File: src/rtl/core/swr_pkg.sv
// ----------------------------------------------------------------------------
// swr_pkg
// Shared types and constants for the stop-and-wait receiver core.
// ----------------------------------------------------------------------------
package swr_pkg;

	localparam int unsigned WordsPerPacketDefault = 500;
	localparam int unsigned QueueDepthDefault     = 4;

	localparam logic [16:0] AckReject = 17'h1FFFF;

	typedef enum logic [1:0] {
		ST_OK      = 2'd0,
		ST_BAD_SUM = 2'd1,
		ST_BAD_NUM = 2'd2,
		ST_DONE    = 2'd3
	} status_t;

	// One finished packet as seen by the checking stage
	typedef struct packed {
		logic [15:0] sum;
		logic [15:0] seq;
		logic [15:0] sent;
	} pkt_t;

	// Ones' complement add with end-around carry
	function automatic logic [15:0] oc_add(input logic [15:0] a, input logic [15:0] b);
		logic [16:0] s;
		s = {1'b0, a} + {1'b0, b};
		return s[15:0] + {15'd0, s[16]};
	endfunction

endpackage

File: src/rtl/core/swr_front.sv
// ----------------------------------------------------------------------------
// swr_front
// Accepts payload words, keeps the running checksum and word count, and
// pushes one packet record into the queue at each packet end.
// ----------------------------------------------------------------------------
module swr_front #(
	parameter int unsigned WORDS_PER_PACKET = swr_pkg::WordsPerPacketDefault
) (
	input  logic          clk,
	input  logic          arst_n,
	input  logic          clear,
	input  logic          accept,
	input  logic [15:0]   data_word,
	input  logic [15:0]   seq_number,
	input  logic [15:0]   sent_checksum,
	input  logic          last_word,
	output logic          push,
	output swr_pkg::pkt_t push_pkt
);
	import swr_pkg::*;

	localparam int unsigned CntW = (WORDS_PER_PACKET > 1) ? $clog2(WORDS_PER_PACKET) : 1;
	localparam logic [CntW-1:0] CntLast = CntW'(WORDS_PER_PACKET - 1);

	logic [15:0]     sum_q;
	logic [CntW-1:0] cnt_q;
	logic [15:0]     sum_next;
	logic            pkt_end;

	assign sum_next = oc_add(sum_q, data_word);
	assign pkt_end  = last_word || (cnt_q == CntLast);

	assign push          = accept && pkt_end && !clear;
	assign push_pkt.sum  = ~sum_next;
	assign push_pkt.seq  = seq_number;
	assign push_pkt.sent = sent_checksum;

	always_ff @(posedge clk or negedge arst_n) begin
		if (!arst_n) begin
			sum_q <= '0;
			cnt_q <= '0;
		end else if (clear) begin
			sum_q <= '0;
			cnt_q <= '0;
		end else if (accept) begin
			if (pkt_end) begin
				sum_q <= '0;
				cnt_q <= '0;
			end else begin
				sum_q <= sum_next;
				cnt_q <= cnt_q + 1'b1;
			end
		end
	end

`ifndef ASSERT_OFF
	a_count_restart: assert property (@(posedge clk) disable iff (!arst_n)
		push |=> (cnt_q == '0) && (sum_q == '0))
		else $error("word count not restarted after packet end");
`endif

endmodule

File: src/rtl/core/swr_queue.sv
// ----------------------------------------------------------------------------
// swr_queue
// Short register queue of finished packets between the front and back parts.
// ----------------------------------------------------------------------------
module swr_queue #(
	parameter int unsigned DEPTH = swr_pkg::QueueDepthDefault
) (
	input  logic          clk,
	input  logic          arst_n,
	input  logic          push,
	input  swr_pkg::pkt_t push_pkt,
	input  logic          pop,
	output logic          full,
	output logic          not_empty,
	output swr_pkg::pkt_t head_pkt
);
	import swr_pkg::*;

	localparam int unsigned PtrW = (DEPTH > 1) ? $clog2(DEPTH) : 1;
	localparam int unsigned CntW = $clog2(DEPTH + 1);
	localparam logic [PtrW-1:0] PtrLast = PtrW'(DEPTH - 1);
	localparam logic [CntW-1:0] CntFull = CntW'(DEPTH);

	pkt_t            mem_q [DEPTH];
	logic [PtrW-1:0] wr_ptr_q;
	logic [PtrW-1:0] rd_ptr_q;
	logic [CntW-1:0] cnt_q;

	assign full      = (cnt_q == CntFull);
	assign not_empty = (cnt_q != '0);
	assign head_pkt  = mem_q[rd_ptr_q];

	always_ff @(posedge clk) begin
		if (push) begin
			mem_q[wr_ptr_q] <= push_pkt;
		end
	end

	always_ff @(posedge clk or negedge arst_n) begin
		if (!arst_n) begin
			wr_ptr_q <= '0;
			rd_ptr_q <= '0;
			cnt_q    <= '0;
		end else begin
			if (push) begin
				wr_ptr_q <= (wr_ptr_q == PtrLast) ? '0 : wr_ptr_q + 1'b1;
			end
			if (pop) begin
				rd_ptr_q <= (rd_ptr_q == PtrLast) ? '0 : rd_ptr_q + 1'b1;
			end
			unique case ({push, pop})
				2'b10:   cnt_q <= cnt_q + 1'b1;
				2'b01:   cnt_q <= cnt_q - 1'b1;
				default: cnt_q <= cnt_q;
			endcase
		end
	end

`ifndef ASSERT_OFF
	a_no_overflow: assert property (@(posedge clk) disable iff (!arst_n)
		push |-> (!full || pop))
		else $error("request pushed into full queue");
	a_no_underflow: assert property (@(posedge clk) disable iff (!arst_n)
		pop |-> not_empty)
		else $error("pop from empty queue");
`endif

endmodule

File: src/rtl/core/swr_back.sv
// ----------------------------------------------------------------------------
// swr_back
// Checks each finished packet against the expected sequence number and the
// checksum, advances the expected count and holds the acknowledgement.
// ----------------------------------------------------------------------------
module swr_back (
	input  logic               clk,
	input  logic               arst_n,
	input  logic               cfg_we,
	input  logic [15:0]        cfg_total,
	input  logic               pkt_valid,
	input  swr_pkg::pkt_t      pkt,
	output logic               pop,
	output logic               out_valid,
	input  logic               out_ready,
	output logic signed [16:0] ack_number,
	output logic [1:0]         status,
	output logic               transfer_done
);
	import swr_pkg::*;

	logic [15:0] total_q;
	logic [15:0] expected_q;
	logic        out_valid_q;
	logic [16:0] ack_q;
	status_t     status_q;
	logic        done_q;

	status_t     st;
	logic [15:0] expected_next;

	assign pop = pkt_valid && (!out_valid_q || out_ready);

	always_comb begin
		priority if (expected_q >= total_q) begin
			st = ST_DONE;
		end else if (pkt.seq != expected_q) begin
			st = ST_BAD_NUM;
		end else if (pkt.sum != pkt.sent) begin
			st = ST_BAD_SUM;
		end else begin
			st = ST_OK;
		end
	end

	assign expected_next = (st == ST_OK) ? expected_q + 16'd1 : expected_q;

	always_ff @(posedge clk or negedge arst_n) begin
		if (!arst_n) begin
			total_q     <= '0;
			expected_q  <= '0;
			out_valid_q <= 1'b0;
		end else if (cfg_we) begin
			total_q    <= cfg_total;
			expected_q <= '0;
		end else begin
			if (pop) begin
				expected_q  <= expected_next;
				out_valid_q <= 1'b1;
			end else if (out_ready) begin
				out_valid_q <= 1'b0;
			end
		end
	end

	always_ff @(posedge clk) begin
		if (pop) begin
			ack_q    <= (st == ST_OK) ? {1'b0, pkt.seq} : AckReject;
			status_q <= st;
			done_q   <= (expected_next >= total_q);
		end
	end

	assign out_valid     = out_valid_q;
	assign ack_number    = signed'(ack_q);
	assign status        = status_q;
	assign transfer_done = done_q;

`ifndef ASSERT_OFF
	a_advance_on_ok: assert property (@(posedge clk) disable iff (!arst_n)
		(pop && !cfg_we && st == ST_OK) |=> (expected_q == $past(expected_q) + 16'd1))
		else $error("expected number did not advance on accepted packet");
	a_done_rejects: assert property (@(posedge clk) disable iff (!arst_n)
		(pop && !cfg_we && st == ST_DONE) |=> (ack_q == AckReject) && done_q)
		else $error("completed transfer not reported as done");
`endif

endmodule

File: src/rtl/core/stop_and_wait_receiver_core.sv
// ----------------------------------------------------------------------------
// stop_and_wait_receiver_core
// Stop-and-wait receiver: ones' complement checksum, sequence check, acks.
// ----------------------------------------------------------------------------
// Takes one payload word per cycle and gives one acknowledgement per packet.
// The record of a finished packet is written into the queue, and out_valid
// is registered in the back part. The front part sums words with end-around
// carry and hands each finished packet to a short queue; the back part checks
// number and checksum one packet per cycle while acknowledgements are taken.
// Input stalls only when QUEUE_DEPTH finished packets wait behind an unaccepted
// acknowledgement. A write to total_packets restarts the transfer and must be
// issued while the block is idle.
module stop_and_wait_receiver_core #(
	parameter int unsigned WORDS_PER_PACKET = swr_pkg::WordsPerPacketDefault,
	parameter int unsigned QUEUE_DEPTH      = swr_pkg::QueueDepthDefault
) (
	input  logic               clk,
	input  logic               arst_n,
	input  logic               total_packets_we,
	input  logic [15:0]        total_packets,
	input  logic               in_valid,
	output logic               in_ready,
	input  logic [15:0]        data_word,
	input  logic [15:0]        seq_number,
	input  logic [15:0]        sent_checksum,
	input  logic               last_word,
	output logic               out_valid,
	input  logic               out_ready,
	output logic signed [16:0] ack_number,
	output logic [1:0]         status,
	output logic               transfer_done
);
	import swr_pkg::*;

	logic accept;
	logic push;
	pkt_t push_pkt;
	logic pop;
	logic q_full;
	logic q_not_empty;
	pkt_t head_pkt;

	assign in_ready = !q_full;
	assign accept   = in_valid && in_ready;

	swr_front #(
		.WORDS_PER_PACKET(WORDS_PER_PACKET)
	) u_front (
		.clk          (clk),
		.arst_n       (arst_n),
		.clear        (total_packets_we),
		.accept       (accept),
		.data_word    (data_word),
		.seq_number   (seq_number),
		.sent_checksum(sent_checksum),
		.last_word    (last_word),
		.push         (push),
		.push_pkt     (push_pkt)
	);

	swr_queue #(
		.DEPTH(QUEUE_DEPTH)
	) u_queue (
		.clk      (clk),
		.arst_n   (arst_n),
		.push     (push),
		.push_pkt (push_pkt),
		.pop      (pop),
		.full     (q_full),
		.not_empty(q_not_empty),
		.head_pkt (head_pkt)
	);

	swr_back u_back (
		.clk          (clk),
		.arst_n       (arst_n),
		.cfg_we       (total_packets_we),
		.cfg_total    (total_packets),
		.pkt_valid    (q_not_empty),
		.pkt          (head_pkt),
		.pop          (pop),
		.out_valid    (out_valid),
		.out_ready    (out_ready),
		.ack_number   (ack_number),
		.status       (status),
		.transfer_done(transfer_done)
	);

endmodule

File: config.mk
export PLATFORM = sky130hd
export DESIGN_NAME = stop_and_wait_receiver_core
export DESIGN_NICKNAME = d
export VERILOG_FILES = /design/src/rtl/core/swr_pkg.sv /design/src/rtl/core/swr_front.sv /design/src/rtl/core/swr_queue.sv /design/src/rtl/core/swr_back.sv /design/src/rtl/core/stop_and_wait_receiver_core.sv
export SDC_FILE = /design/constraint.sdc
export NUM_CORES = 1
export LEC_CHECK = 0
export BUFFER_PORTS_ARGS = -buffer_cell sky130_fd_sc_hd__clkbuf_2
export CAP_MARGIN = 20
export CORE_AREA = 4 4 190 192
export CTS_BUF_LIST = sky130_fd_sc_hd__clkbuf_2
export DETAILED_ROUTE_END_ITERATION = 10
export DIE_AREA = 0 0 194 196
export HOLD_SLACK_MARGIN = 0.02
export SLEW_MARGIN = 20
export SYNTH_ARGS = -nofsm -noshare
export SYNTH_HDL_FRONTEND = slang
export SYNTH_HIERARCHICAL = 1
export SYNTH_SLANG_ARGS = --single-unit
File: constraint.sdc
create_clock -name clk -period 13.6 [get_ports clk]
set_input_delay 0 -clock clk [delete_from_list [all_inputs] [get_ports clk]]
set_output_delay 0 -clock clk [all_outputs]
set_load 0.1 [all_outputs]
==> results.ini, run 1 <==
[route]
drt-total-wl_um=28960
routedWlPerCell_um=16.70
vias_per_cell=4.947
drt_iter0_markers=456
vias=8578
drc_errors=0
final_antenna_net_count=0
firstDrtPassIters=5

[clock_tree]
post_cts.repair.setup_buffers=0
cts_sinks=277
clock_path_buffers=3
numCtsBuffers=71
post_cts_resized=0
cts_tree=done
cts_root_buffer=clkbuf_2
cts.clk_slew.worst_paths_ns=0.11
cts_max_level=3
clock_insertion_delay_worst_skew_ns=0.89

[synth]
synthesis.instances=965
ys_seq_elements=277
synth-edff-count=212
syn_area_per_cell_um2=14.06
synthFlopType=edfxtp_1
yosys_warnings=6
synth-seq-area-share_pct=58.92
syn_nets=1095
synth_cell_type_count=71
async_flop_share_pct=23.47
mappedNetlistArea_um2=13570

[timing]
clock_skew_ns=0.1143
fmax_mhz=188.9
finalCritPeriodShare_pct=38.92
hold_viol=0
tns_ns=0
rsz0062_at_grt=false
report.final.slew_viol_count=0
maxSlewHeadroom_pct=38.81
tightest_slew_ns=0.9179
setup_violations=0
period_needed_ns=5.294

[worst_setup_path]
crit_start=u_front/sum_q[0]
critPathCapture=u_front/sum_q[7]
cp-end-kind=register
cp.required_ns=14.27
worst_setup_path_start_kind=register
reg2regPathDepth=19
reg2reg_slack_ns=8.31
regToRegStartpoint=u_front/sum_q[0]
setup.worst_path.class=register to register
r2r-end=u_front/sum_q[7]
arrival_ns=5.96
cp_max_fo=7

[cells_and_area]
nets=1352
final_common_cell=edfxtp_1
final_cell_area_um2=16370
fillerInstances=3133
drive_gt1_share_pct=24.28
area_delta_synth_final_pct=20.70
layout_common_cells=edfxtp_1, clkbuf_2, dlygate4sd3_1

[placed_design]
portBuffers=91
placed_area_um2=14190
gp_congestion=0.8586
dpl.hpwl_um=18770

[global_routing]
grt_pass1_vias=9200
grt_pass1_wl_um=47380
grt_max_degree=67
antenna_found_initial=2
grt_util_all_layers_pct=15.35
overflow=0

[die]
die_x_um=194
dieHeight_um=196
ioPinCount=92
coreArea_um2=34370
rows=68
die-area_um2=38020
initial_core_util_pct=39.47

[min_path]
hp-class=input port to register

[pwr]
powerDensity_nw_per_um2=137.8
p_int_mw=1.518
power.switching_mw=0.7383
p_sw_share_pct=32.72
clkPwrFrac_pct=25.5
leakagePower_nw=6.336
pwr-share-comb_pct=28.2
seqPwrFrac_pct=46.2
peakVddDrop_mv=0.09548

[flow_run]
cap_violations=0

[status]
status=completed

==> synthesized netlist by cell type (15+ instances only) <==
library cell    n  area, µm²
nor2b_1        15      93.84
a21oi_1        23      115.1
nor2_1         41      153.9
mux4_2         48       1081
buf_4          35      262.8
xor2_1         35      306.5
nand2_1        72      270.3
inv_1          39      146.4
dfrtp_1        65       1627
xnor2_1        43      376.6
edfxtp_1      212       6366
or3_1          22      137.6
ha_1           58      725.7
o21ai_0        42      210.2
nand4_1        17      106.4
==> how the worst min path moves through the flow <==
stage	start	depth (start not counted)	endpoint	slack (ns)
2_1_floorplan	arst_n	0	u_back/expected_q[0]	-0.30
3_3_place_gp	total_packets[1]	3	u_back/total_q[1]	0.21
3_5_place_dp	total_packets[3]	3	u_back/total_q[3]	0.22
4_1_cts	data_word[4]	4	u_queue/mem_q[0][36]	0.04
5_1_grt	data_word[4]	4	u_queue/mem_q[1][36]	0.06
6_report	data_word[4]	4	u_queue/mem_q[0][36]	0.11
==> final cells by class <==
| class | count | area (µm²) | share of cell area (%) |
|---|---|---|---|
| Multi-Input combinational cell | 583 | 4941 | 30.18 |
| Clock inverter | 26 | 170.2 | 1.039 |
| Sequential cell | 277 | 7998 | 48.85 |
| Timing Repair Buffer | 249 | 2029 | 12.39 |
| Antenna cell | 2 | 5.005 | 0.03057 |
| Inverter | 40 | 150.1 | 0.9170 |
| Clock buffer | 102 | 510.5 | 3.118 |
| Tap cell | 455 | 569.3 | 3.477 |
==> routing by layer <==
metal / part of all wire, % / track usage (%)
met2: 50 / 26.56
met4: 1.7 / 4.583
met1: 44 / 19.74
met5: 0 / 0
met3: 4.6 / 2.971
==> metrics by stage <==
stage	cells	setup WS, ns	utilization [%]	hold WS, ns	total power, mW
2_1_floorplan	965	9.225	-	-0.2956	1.547
3_3_place_gp	1456	8.317	41.28	0.2111	1.655
3_5_place_dp	1456	8.287	41.28	0.2179	1.661
4_1_cts	1731	8.297	47.54	0.04208	2.289
5_1_grt	1734	7.942	47.63	0.05609	2.408
6_report	1734	8.306	47.63	0.1086	2.256
==> sequential cells by signal (all words and copies together), names as in the netlist <==
register and flops:
u_queue/mem_q 192, u_back/ack_number 17, u_back/expected_q 16, u_back/total_q 16, u_front/sum_q 16, u_front/cnt_q 9
u_queue/cnt_q 3, u_back/status 2, u_queue/rd_ptr_q 2, u_queue/wr_ptr_q 2, u_back/out_valid 1, u_back/transfer_done 1
==> power by group through the flow <==
| stage | registers (mW) | clock network [mW] | logic [mW] |
|---|---|---|---|
| finish | 1.04 | 0.576 | 0.637 |
| floorplan | 1.05 | 0 | 0.500 |
| detailed placement | 1.09 | 0 | 0.570 |
| CTS | 1.07 | 0.603 | 0.613 |
| global placement | 1.09 | 0 | 0.567 |
| global route | 1.05 | 0.657 | 0.697 |
==> critical path: stages, from the launching register on <==
cell and delay [ns]:
dfrtp_1 0.37, ha_1 0.21, inv_1 0.07, fa_1 0.39
nand2b_1 0.20, a211oi_1 0.42, o31ai_1 0.20, a311oi_1 0.39
a21o_1 0.18, a21o_1 0.13, ha_1 0.14, nand2b_1 0.08
or2_1 0.26, or3_1 0.38, or4_4 0.50, o211ai_1 0.21
a21oi_1 0.07, xor2_1 0.17, dlygate4sd3_1 0.68, o21ai_1 0.10
==> logic make-up (layout without fill, tap and decap cells) <==
group	Yosys count	count (layout)	synth area share [%]
DFF	277	277	58.92
and+or+nand+nor	251	251	9.980
AOI/OAI and AO/OA	130	130	6.364
buffers and inverters	105	417	4.731
xor gates and xnor gates	79	79	5.156
muxes	63	63	9.205
adders and majority gates	60	60	5.645
other	0	2	0
==> repair_timing <==
item / CTS / global route
hold endpoints to repair: 286 / 0
setup endpoints to repair: 0 / 0
hold buffers: 147 / 0
No activity file was read; power rests on OpenSTA's default activity.
==> run 2: changes to the inputs <==
==> constraint.sdc (replaced) <==
create_clock -name clk -period 5.2 [get_ports clk]
set_input_delay 0 -clock clk [delete_from_list [all_inputs] [get_ports clk]]
set_output_delay 0 -clock clk [all_outputs]
set_load 0.1 [all_outputs]
==> results.ini, run 2 (synthesized netlist as in run 1, its figures left out) <==
[placed_design]
dpl.hpwl_um=19450  ; +3.7%
dp_cells=1466  ; +0.69%
pre_cts_ws_ns=0.3016  ; -7.985 ns
placed_area_um2=14290  ; +0.71%
gp_congestion=0.8397  ; -2.2%
portBuffers=91  ; unchanged

[route]
firstDrtPassIters=7  ; +2
drt-total-wl_um=29080  ; +0.40%
drc_errors=0  ; unchanged
drt_iter0_markers=366  ; -20%
routedWlPerCell_um=16.65  ; -0.29%
vias=8642  ; +0.75%
vias_per_cell=4.950  ; about the same
final_antenna_net_count=0  ; unchanged

[worst_setup_path]
cp-end-kind=register
cp_max_fo=21  ; +14
reg2reg_slack_ns=0.46  ; -7.85 ns
cp.required_ns=5.81  ; -8.46 ns
arrival_ns=5.35  ; -0.61 ns
setup.worst_path.class=register to register
crit_start=u_queue/rd_ptr_q[0]
worst_setup_path_start_kind=register
regToRegStartpoint=u_queue/rd_ptr_q[0]

[cells_and_area]
drive_gt1_share_pct=24.96  ; +0.69 points
top_register=u_queue/mem_q
nets=1365  ; +0.96%
fillerInstances=3123  ; -0.32%
final-seq-area_um2=7998  ; unchanged
final_common_cell=edfxtp_1
largest_reg_flops=192  ; unchanged
multi_input_area_um2=4946  ; +0.10%
finish.utilization_pct=47.87  ; +0.23 points
area_delta_synth_final_pct=21.29
layout_common_cells=edfxtp_1, clkbuf_2, dlygate4sd3_1
layout.cells.non_filler=1746  ; +0.69%
final_cell_area_um2=16450  ; +0.49%

[pwr]
peakVddDrop_mv=0.1881  ; +97%
powerDensity_nw_per_um2=358.0  ; +160%
leakagePower_nw=6.383  ; +0.74%

[timing]
tns_ns=0  ; unchanged
period_needed_ns=4.743  ; -0.5507 ns
rsz0062_at_grt=false
maxSlewHeadroom_pct=39.57  ; +0.76 points
finalCritPeriodShare_pct=91.21  ; +52 points
clock_skew_ns=0.1315  ; +0.01719 ns
fmax_mhz=210.8  ; +12%
report.final.slew_viol_count=0  ; unchanged
tightest_slew_ns=0.9065  ; -0.01139 ns
post-route-worst-setup-slack_ns=0.4570  ; -7.849 ns
setup_violations=0  ; unchanged
hold_viol=0  ; unchanged

[global_routing]
grt_max_degree=66  ; -1.5%
overflow=0  ; unchanged
grt_pass1_vias=9222  ; +0.24%
grt_pass1_wl_um=47560  ; +0.38%
antenna_found_initial=1  ; -1
grt_util_all_layers_pct=15.46  ; +0.11 points

[clock_tree]
cts_max_level=3  ; unchanged
post_cts.repair.setup_buffers=0  ; unchanged
cts_sinks=277  ; unchanged
numCtsBuffers=72  ; +1.4%
cts_root_buffer=clkbuf_2
cts.clk_slew.worst_paths_ns=0.10  ; about the same
cts_tree=done
clock_insertion_delay_worst_skew_ns=0.87  ; -0.02 ns
clock_path_buffers=3  ; unchanged

[die]
dieHeight_um=196  ; unchanged
die-area_um2=38020  ; unchanged
initial_core_util_pct=39.47  ; unchanged
ioPinCount=92  ; unchanged
die_x_um=194  ; unchanged
rows=68  ; unchanged
coreArea_um2=34370  ; unchanged

[status]
status=completed

[flow_run]
cap_violations=0  ; unchanged

[min_path]
hp-start=data_word[4]
hp-class=input port to register

[run 2: changes by cell type in the layout (fill, tap and decap cells not counted), moves of 2 or more]
cell	change
inv_8	-2
dlygate4sd3_1	+3
clkbuf_2	+3
buf_4	+8
buf_12	+2
[run 2: final timing paths]
kind | endpoint | cells after the start
worst max-delay path | u_back/transfer_done | 14
worst min-delay path | u_queue/mem_q[1][36] | 4
worst max register to register | u_back/transfer_done | 14
worst min register to register | u_queue/cnt_q[2] | 1
max in group asynchronous | u_queue/rd_ptr_q[0] | 4
min in group asynchronous | u_back/total_q[1] | 4
[run 2: final cells by class]
class                           instances  area share [%]
Inverter                               40          0.9125
Clock inverter                         24          0.7909
Timing Repair Buffer                  261           12.96
Tap cell                              455           3.460
Multi-Input combinational cell        583           30.06
Sequential cell                       277           48.61
Clock buffer                          105           3.194
Antenna cell                            1         0.01521
[run 2: power by group]
group          total (mW)  internal (mW)  leakage, nW  switching, mW
combinational        1.71          0.809         3.15          0.904
clock                1.46          0.562        0.498          0.898
sequential           2.72           2.59         2.73          0.129
total                5.89           3.96         6.38           1.93
[run 2: stage by stage]
step                      total power [mW]  hold WS [ns]
after floorplan                      4.046       -0.2956
after global placement               4.389        0.2094
after detailed placement             4.405        0.2169
after CTS                            5.999       0.05987
after global routing                 6.285        0.1047
final                                5.891        0.1476
[run 2: what timing repair did]
| item | in CTS | in global routing |
|---|---|---|
| hold endpoints to repair | 309 | 0 |
| endpoints found under the setup margin | 0 | 1 |
| gates resized for setup | 0 | 1 |
| hold buffers | 150 | 0 |
[run 2: worst max-delay path, cell delays in order (launching register included)]
cell and delay (ns):
dfrtp_4 0.71, buf_12 0.22, mux4_2 0.52, xor2_1 0.19, nor4_1 0.48, nand4_1 0.33, nand2b_4 0.31, nor2_4 0.37
nand2_1 0.12, xnor2_1 0.15, ha_1 0.29, a2111oi_0 0.42, o21ai_0 0.18, o211ai_1 0.15, a32oi_1 0.12
[run 2: layer usage]
layer | up-vias | GRT usage (%) | share of wire [%]
li1 | 4175 | - | -
met1 | 4253 | 19.30 | 43
met2 | 177 | 27.39 | 51
met3 | 37 | 3.521 | 4.8
met4 | 0 | 3.854 | 1.4
met5 | - | 0 | 0
